$ cat config.mk
export PLATFORM = sky130hd
export DESIGN_NAME = tlb_paged_translation_lru_core
export DESIGN_NICKNAME = d
export VERILOG_FILES = /design/src/sv/tptl_pkg.sv /design/src/sv/tptl_lru_cell.sv /design/src/sv/tptl_lru_chain.sv /design/src/sv/tlb_paged_translation_lru_core.sv
export SDC_FILE = /design/constraint.sdc
export NUM_CORES = 2
export LEC_CHECK = 0
export ABC_CLOCK_PERIOD_IN_PS = 15950
export CELL_PAD_IN_SITES_DETAIL_PLACEMENT = 0
export CELL_PAD_IN_SITES_GLOBAL_PLACEMENT = 2
export CORE_MARGIN = 5
export CORE_UTILIZATION = 50
export CTS_CLUSTER_SIZE = 28
export DETAILED_ROUTE_END_ITERATION = 7
export DONT_BUFFER_PORTS = 1
export GPL_ROUTABILITY_DRIVEN = 1
export PLACE_DENSITY_LB_ADDON = 0.1
export SLEW_MARGIN = 20
export SYNTH_ARGS = -nofsm -noshare
export SYNTH_HDL_FRONTEND = slang
export SYNTH_SLANG_ARGS = --single-unit
$ cat constraint.sdc
create_clock -name clk -period 15.95 [get_ports clk]
set_input_delay 3.19 -clock clk [delete_from_list [all_inputs] [get_ports clk]]
set_output_delay 3.19 -clock clk [all_outputs]
set_load 0.005 [all_outputs]
$ cat src/sv/tptl_pkg.sv
// shared types and constants for the paged translation core
package tptl_pkg;

  localparam int ADDR_W       = 16;
  localparam int OFFSET_W     = 8;
  localparam int FIELD_PAGE_W = 8;
  localparam int PHYS_W       = 15;
  localparam int WIDE_W       = 32;

  typedef enum logic {
    S_IDLE,
    S_LOOK
  } state_t;

  typedef struct packed {
    logic touch;
    logic push;
  } lru_ctl_t;

endpackage

$ cat src/sv/tptl_lru_cell.sv
// one position of the lru stack: holds a resident page and its frame
module tptl_lru_cell #(
  parameter int PW = 8,
  parameter int FW = 7
) (
  input  logic               clk,
  input  logic               rst,
  input  tptl_pkg::lru_ctl_t ctl,
  input  logic [PW-1:0]      cmp_page,
  input  logic               up_valid,
  input  logic [PW-1:0]      up_page,
  input  logic [FW-1:0]      up_frame,
  input  logic               seen_in,
  output logic               seen_out,
  output logic               valid,
  output logic [PW-1:0]      page,
  output logic [FW-1:0]      frame
);

  logic match;
  logic shift;

  // on a touch, cells from the head down to the matching one move by one place; on a push every cell moves
  assign match    = valid && (page == cmp_page);
  assign seen_out = seen_in | match;
  assign shift    = ctl.push | (ctl.touch & !seen_in);

  always_ff @(posedge clk) begin
    if (rst) begin
      valid <= 1'b0;
    end else if (shift) begin
      valid <= up_valid;
    end
  end

  always_ff @(posedge clk) begin
    if (shift) begin
      page  <= up_page;
      frame <= up_frame;
    end
  end

endmodule

$ cat src/sv/tptl_lru_chain.sv
// row of lru cells, most recent at the head, least recent at the tail
module tptl_lru_chain #(
  parameter int CELLS = 128,
  parameter int PW    = 8,
  parameter int FW    = 7
) (
  input  logic               clk,
  input  logic               rst,
  input  tptl_pkg::lru_ctl_t ctl,
  input  logic [PW-1:0]      new_page,
  input  logic [FW-1:0]      new_frame,
  output logic               victim_valid,
  output logic [PW-1:0]      victim_page,
  output logic [FW-1:0]      victim_frame
);

  logic          c_valid [CELLS];
  logic [PW-1:0] c_page  [CELLS];
  logic [FW-1:0] c_frame [CELLS];
  logic          c_seen  [CELLS];

  for (genvar i = 0; i < CELLS; i++) begin : g_cell
    if (i == 0) begin : g_head
      tptl_lru_cell #(.PW(PW), .FW(FW)) u_cell (
        .clk      (clk),
        .rst      (rst),
        .ctl      (ctl),
        .cmp_page (new_page),
        .up_valid (1'b1),
        .up_page  (new_page),
        .up_frame (new_frame),
        .seen_in  (1'b0),
        .seen_out (c_seen[i]),
        .valid    (c_valid[i]),
        .page     (c_page[i]),
        .frame    (c_frame[i])
      );
    end else begin : g_body
      tptl_lru_cell #(.PW(PW), .FW(FW)) u_cell (
        .clk      (clk),
        .rst      (rst),
        .ctl      (ctl),
        .cmp_page (new_page),
        .up_valid (c_valid[i-1]),
        .up_page  (c_page[i-1]),
        .up_frame (c_frame[i-1]),
        .seen_in  (c_seen[i-1]),
        .seen_out (c_seen[i]),
        .valid    (c_valid[i]),
        .page     (c_page[i]),
        .frame    (c_frame[i])
      );
    end
  end

  assign victim_valid = c_valid[CELLS-1];
  assign victim_page  = c_page[CELLS-1];
  assign victim_frame = c_frame[CELLS-1];

endmodule

$ cat src/sv/tlb_paged_translation_lru_core.sv
// Demand-paging address translator with a FIFO-filled TLB and an LRU stack of frames.
// A request is handled in S_IDLE, which registers the address and reads the page-table
// memory as it is accepted, then in S_LOOK, which compares the TLB, decides hit, miss or
// fault, and moves the LRU stack (a row of FRAME_COUNT cells) by one step; a new request
// is not taken until the last one has left S_LOOK. The input stalls while a request is in
// S_LOOK, and S_LOOK waits while a finished result in the output register is still stalled.
// Residency bits reset at once; no clearing pass runs after reset.
module tlb_paged_translation_lru_core #(
  parameter int TLB_ENTRIES = 16,
  parameter int PAGE_COUNT  = 256,
  parameter int FRAME_COUNT = 128
) (
  input  logic        clk,
  input  logic        rst,
  input  logic        in_valid,
  output logic        in_stall,
  input  logic [15:0] logical_address,
  output logic        out_valid,
  input  logic        out_stall,
  output logic [14:0] physical_address,
  output logic        tlb_hit,
  output logic        page_fault,
  output logic        evicted_valid,
  output logic [7:0]  evicted_page
);

  localparam int PW  = $clog2(PAGE_COUNT);
  localparam int FW  = $clog2(FRAME_COUNT);
  localparam int TW  = $clog2(TLB_ENTRIES);
  localparam int UW  = $clog2(FRAME_COUNT + 1);
  localparam int RW  = 14;
  localparam int OW  = tptl_pkg::OFFSET_W;
  localparam int EPW = tptl_pkg::FIELD_PAGE_W;
  localparam int XW  = tptl_pkg::WIDE_W;
  localparam int QW  = tptl_pkg::PHYS_W;

  tptl_pkg::state_t state, state_next;
  tptl_pkg::lru_ctl_t ctl;

  logic          accept;
  logic          go;
  logic [RW-1:0] rem;
  logic [PW-1:0] in_page;

  logic [PW-1:0] page;
  logic [OW-1:0] offset;
  logic [FW-1:0] mem_q;
  logic [FW-1:0] page_frame [PAGE_COUNT];
  logic          resident [PAGE_COUNT];

  logic [PW-1:0] tlb_page  [TLB_ENTRIES];
  logic [FW-1:0] tlb_frame [TLB_ENTRIES];
  logic          tlb_valid [TLB_ENTRIES];
  logic [TW-1:0] fill_ptr;
  logic [UW-1:0] frames_used;

  logic [TLB_ENTRIES-1:0] tlb_match;
  logic          hit;
  logic [FW-1:0] hit_frame;
  logic          full;
  logic          do_touch;
  logic          do_push;
  logic          do_fill;
  logic          fault;
  logic          evict;
  logic [FW-1:0] frame;
  logic [XW-1:0] phys_wide;

  logic          victim_valid;
  logic [PW-1:0] victim_page;
  logic [FW-1:0] victim_frame;

  assign accept = in_valid && !in_stall;

  // page number wraps modulo the table size
  always_comb begin
    rem = RW'(logical_address[15:8]);
    for (int k = 3; k >= 0; k--) begin
      if (rem >= RW'(PAGE_COUNT << k)) begin
        rem = rem - RW'(PAGE_COUNT << k);
      end
    end
    in_page = rem[PW-1:0];
  end

  always_comb begin
    state_next = state;
    unique case (state)
      tptl_pkg::S_IDLE: if (accept) state_next = tptl_pkg::S_LOOK;
      tptl_pkg::S_LOOK: if (go) state_next = tptl_pkg::S_IDLE;
      default: state_next = tptl_pkg::S_IDLE;
    endcase
  end

  always_comb begin
    in_stall = 1'b1;
    go       = 1'b0;
    unique case (state)
      tptl_pkg::S_IDLE: in_stall = 1'b0;
      tptl_pkg::S_LOOK: go = !out_valid || !out_stall;
      default: in_stall = 1'b1;
    endcase
  end

  always_ff @(posedge clk) begin
    if (rst) begin
      state <= tptl_pkg::S_IDLE;
    end else begin
      state <= state_next;
    end
  end

  always_ff @(posedge clk) begin
    if (accept) begin
      page   <= in_page;
      offset <= logical_address[7:0];
      mem_q  <= page_frame[in_page];
    end
  end

  always_ff @(posedge clk) begin
    if (go && fault) begin
      page_frame[page] <= frame;
    end
  end

  always_comb begin
    hit_frame = '0;
    for (int i = 0; i < TLB_ENTRIES; i++) begin
      tlb_match[i] = tlb_valid[i] && (tlb_page[i] == page);
      if (tlb_match[i]) begin
        hit_frame = hit_frame | tlb_frame[i];
      end
    end
    hit = |tlb_match;
  end

  assign full = (frames_used == UW'(FRAME_COUNT));

  always_comb begin
    do_touch = 1'b0;
    do_push  = 1'b0;
    do_fill  = 1'b0;
    fault    = 1'b0;
    evict    = 1'b0;
    frame    = '0;
    priority if (hit) begin
      frame    = hit_frame;
      do_touch = 1'b1;
    end else if (resident[page]) begin
      frame    = mem_q;
      do_touch = 1'b1;
      do_fill  = 1'b1;
    end else begin
      fault   = 1'b1;
      do_fill = 1'b1;
      do_push = 1'b1;
      if (!full) begin
        frame = frames_used[FW-1:0];
      end else if (victim_valid) begin
        frame = victim_frame;
        evict = 1'b1;
      end
    end
  end

  assign ctl.touch = go & do_touch;
  assign ctl.push  = go & do_push;

  tptl_lru_chain #(.CELLS(FRAME_COUNT), .PW(PW), .FW(FW)) u_chain (
    .clk          (clk),
    .rst          (rst),
    .ctl          (ctl),
    .new_page     (page),
    .new_frame    (frame),
    .victim_valid (victim_valid),
    .victim_page  (victim_page),
    .victim_frame (victim_frame)
  );

  always_ff @(posedge clk) begin
    if (rst) begin
      fill_ptr    <= '0;
      frames_used <= '0;
      for (int i = 0; i < TLB_ENTRIES; i++) begin
        tlb_valid[i] <= 1'b0;
      end
      for (int p = 0; p < PAGE_COUNT; p++) begin
        resident[p] <= 1'b0;
      end
    end else if (go) begin
      for (int i = 0; i < TLB_ENTRIES; i++) begin
        if (evict && tlb_page[i] == victim_page) begin
          tlb_valid[i] <= 1'b0;
        end
      end
      if (do_fill) begin
        tlb_valid[fill_ptr] <= 1'b1;
        fill_ptr <= (fill_ptr == TW'(TLB_ENTRIES - 1)) ? '0 : fill_ptr + 1'b1;
      end
      if (evict) begin
        resident[victim_page] <= 1'b0;
      end
      if (fault) begin
        resident[page] <= 1'b1;
        if (!full) begin
          frames_used <= frames_used + 1'b1;
        end
      end
    end
  end

  always_ff @(posedge clk) begin
    if (go && do_fill) begin
      tlb_page[fill_ptr]  <= page;
      tlb_frame[fill_ptr] <= frame;
    end
  end

  assign phys_wide = (XW'(frame) << OW) | XW'(offset);

  always_ff @(posedge clk) begin
    if (rst) begin
      out_valid <= 1'b0;
    end else if (go) begin
      out_valid <= 1'b1;
    end else if (!out_stall) begin
      out_valid <= 1'b0;
    end
  end

  always_ff @(posedge clk) begin
    if (go) begin
      physical_address <= phys_wide[QW-1:0];
      tlb_hit          <= hit;
      page_fault       <= fault;
      evicted_valid    <= evict;
      evicted_page     <= evict ? EPW'(victim_page) : '0;
    end
  end

  a_hit_resident: assert property (@(posedge clk) disable iff (rst)
    (state == tptl_pkg::S_LOOK && hit) |-> resident[page])
    else $error("tlb hit on a page that is not resident");

  a_tlb_unique: assert property (@(posedge clk) disable iff (rst)
    (state == tptl_pkg::S_LOOK) |-> $onehot0(tlb_match))
    else $error("page found in more than one tlb entry");

  a_used_bound: assert property (@(posedge clk) disable iff (rst)
    frames_used <= UW'(FRAME_COUNT))
    else $error("frame count beyond frame total");

  a_evict_fault: assert property (@(posedge clk) disable iff (rst)
    (out_valid && evicted_valid) |-> (page_fault && !tlb_hit))
    else $error("eviction reported without a fault");

  a_evict_full: assert property (@(posedge clk) disable iff (rst)
    (go && evict) |-> full)
    else $error("eviction while free frames remain");

endmodule

==> impl_metrics.tcl <==
set metrics [dict create \
    synth_nets 9352 \
    ir_drop_v 0.000134 \
    async_flop_share_pct 0 \
    via_per_inst 5.88 \
    cts.path.max_buffers 4 \
    core_sq_mm 0.342 \
    io_pins 48 \
    clkSlewWorstSetupHoldPaths_ns 0.06 \
    clkLatencyLatePin_ns 0.97 \
    drive_above_1_share_pct 17.0 \
    cts_resized 0 \
    cts_root_buf "clkbuf_16" \
    slew_violations 0 \
    syn_avg_cell_area_sq_um 18.4 \
    area.growth.synth_to_final_pct 11.5 \
    ys_seq_area_share_pct 75.0 \
    drc 0 \
    grt_antenna_before_repair 13 \
    initial_core_util_pct 50.0 \
    port_buffers 0 \
    synth_warnings 0 \
    total_power_mw 25.3 \
    final_antenna_net_count 0 \
    cts_sinks 4416 \
    pre_cts_ws_ns 7.16 \
    setup_ws_ns 7.27 \
    final-hold-violation-count 0 \
    overflow 0 \
    status "finished, final reports clean" \
    setup-violations-final 0 \
    yosysUniqueCellTypes 85 \
    cp.required_ns 16.54 \
    die_area_sq_mm 0.354 \
    leakagePower_nw 56.7 \
    power.density_mw_per_mm2 132 \
    gp_congestion 0.817 \
    whs_ns 0.382 \
    tritoncts "done" \
    period_needed_ns 8.68 \
    combPwrFrac_pct 6.3 \
    h-tree-depth 5 \
    power_switching_mw 5.60 \
    cp-start-kind "flop" \
    fin_nets 9484 \
    rsz0062_at_grt "false" \
    end_kind "flop" \
    cp.arrival_ns 9.28 \
    criticalPathCategory "reg2reg" \
    setup_tns_ns 0 \
    place_area_sq_mm 0.176 \
    first_global_vias 87282 \
    syn_area_sq_mm 0.171 \
    die_w_um 595 \
    post-synth-top-count-cell "edfxtp_1" \
    grt_use_total_pct 22.4 \
    die_h_um 595 \
    netSwitchingFraction_pct 22.1 \
    rows 215 \
    hpwlAfterDp_um 235000 \
    synth.area.top_cells "edfxtp_1, mux4_2, dfxtp_1, xnor2_1, xor2_1" \
    vias 84824 \
    drtIter0Drc 7504 \
    relSlewSlack_pct 6.05 \
    drt-total-wl_um 404000 \
    synthTopCellsByCount "edfxtp_1, xnor2_1, mux4_2" \
    fin_skew_ns 0.0624 \
    synth_edf_count 3994 \
    p_seq_share_pct 52.6 \
    synth_ff_type "edfxtp_1" \
    design_area_sq_mm 0.191 \
    yosysTopAreaCellShare_pct 70.0 \
    ys_ff_latch 4416 \
    hold_class "reg2reg" \
    crit_fanout 92 \
    yosys.area.top_type "edfxtp_1" \
    grt_start_max_net_pins 451 \
    numCtsBuffers 445 \
    fmax_mhz 115 \
    grt_pass1_wl_um 597000 \
    wl_per_cell_um 28.0 \
    max_cap_violations 0 \
    cts_hold_buf 0 \
    internal-power_mw 19.7 \
    firstDrtPassIters 5 \
    pwr-share-clk_pct 41.1 \
    finalCritPeriodShare_pct 54.4 \
    fillerInstances 26206 \
    worstMarginPinSlew_ns 1.41 \
    postSynthCellCount 9326 \
    cts_setup_buffers 0 \
]
==> sequential cells by signal, summed over array words and instances, names as in the netlist, 16 cells and up, named ones only <==
signal	flops
page_frame	1792
resident	256
tlb_frame	112
tlb_page	128
tlb_valid	16
u_chain.g_cell.g_body.u_cell.frame	889
u_chain.g_cell.g_body.u_cell.page	1016
u_chain.g_cell.g_body.u_cell.valid	127
==> path summary, 6_finish.rpt <==
check / end / start / cells past startpoint / slack [ns]
min reg2reg: u_chain.g_cell[86].g_body.u_cell.frame[4] / u_chain.g_cell[85].g_body.u_cell.frame[4] / 0 / 0.38
max reg2reg: page_frame[137][6] / page[1] / 18 / 7.27
min: u_chain.g_cell[86].g_body.u_cell.frame[4] / u_chain.g_cell[85].g_body.u_cell.frame[4] / 0 / 0.38
max: page_frame[137][6] / page[1] / 18 / 7.27
==> cells by family after synthesis <==
group           share of synthesized area (%)
fa+ha+maj                              0.0438
buf+inv                                  1.81
xor+xnor                                 6.55
compound gates                           3.19
flops                                    75.0
mux                                      9.47
simple gates                             3.98
==> cells in the final DEF (no fill, tap or decap), drive strengths merged, types with 91 or more instances in the layout <==
master,n
nor4,91
edfxtp,3994
xor2,342
mux2i,167
buf,221
nor3,150
nand3,150
o21ai,302
mux4,640
xnor2,938
dfxtp,422
nor2,409
clkinv,201
nand4,178
nand2,288
o22ai,259
clkbuf,554
==> layout make-up <==
class / instances / area, sq um / share of cell area, %
clock buffer: 553 / 11800 / 6.20
timing repair buffer: 222 / 1850 / 0.967
clock inverter: 281 / 2770 / 1.45
multi-input combinational: 4336 / 40300 / 21.1
sequential: 4416 / 128000 / 67.2
tap: 4557 / 5700 / 2.99
antenna: 23 / 57.6 / 0.0301
inverter: 37 / 144 / 0.0753
==> layer usage <==
metal  vias to the layer above  global-route usage, %  part of all wire (%)
met1                     44714                   32.2                    43
li1                      36832                      -                     -
met3                       578                   2.66                   5.3
met4                         2                   6.23                   2.9
met2                      2698                   36.7                    48
met5                         -                      0                0.0032
==> power by group through the flow <==
stage / Combinational [mW] / Clock, mW / Sequential [mW]
after floorplan: 1.07 / 0 / 13.6
after global placement: 1.58 / 0 / 13.6
after detailed placement: 1.62 / 0 / 13.6
after CTS: 1.62 / 10.6 / 13.3
after global routing: 1.69 / 11.1 / 13.3
final: 1.59 / 10.4 / 13.3
==> worst max-delay path, cell delays in order, from the launching register on <==
cell and delay (ns):
edfxtp_1 0.34, buf_4 0.57, buf_4 0.65, buf_12 0.70, xnor2_1 0.16, nand2_1 0.11, nor3_1 0.06, buf_4 0.17
nor4_1 0.29, and4_1 0.67, clkinv_1 0.51, nor2_1 0.21, buf_4 0.20, nand2_4 0.41, buf_12 0.47, nor2_1 0.51
nand3_2 0.85, buf_4 0.58, nor2_1 0.51
==> metrics by stage <==
step                cells  utilization, %
floorplan            9326               -
global placement    13563            51.5
detailed placement  13564            51.5
CTS                 14398            55.8
global route        14417            55.8
finish              14425            55.8
No activity file was read; power rests on OpenSTA's default activity.
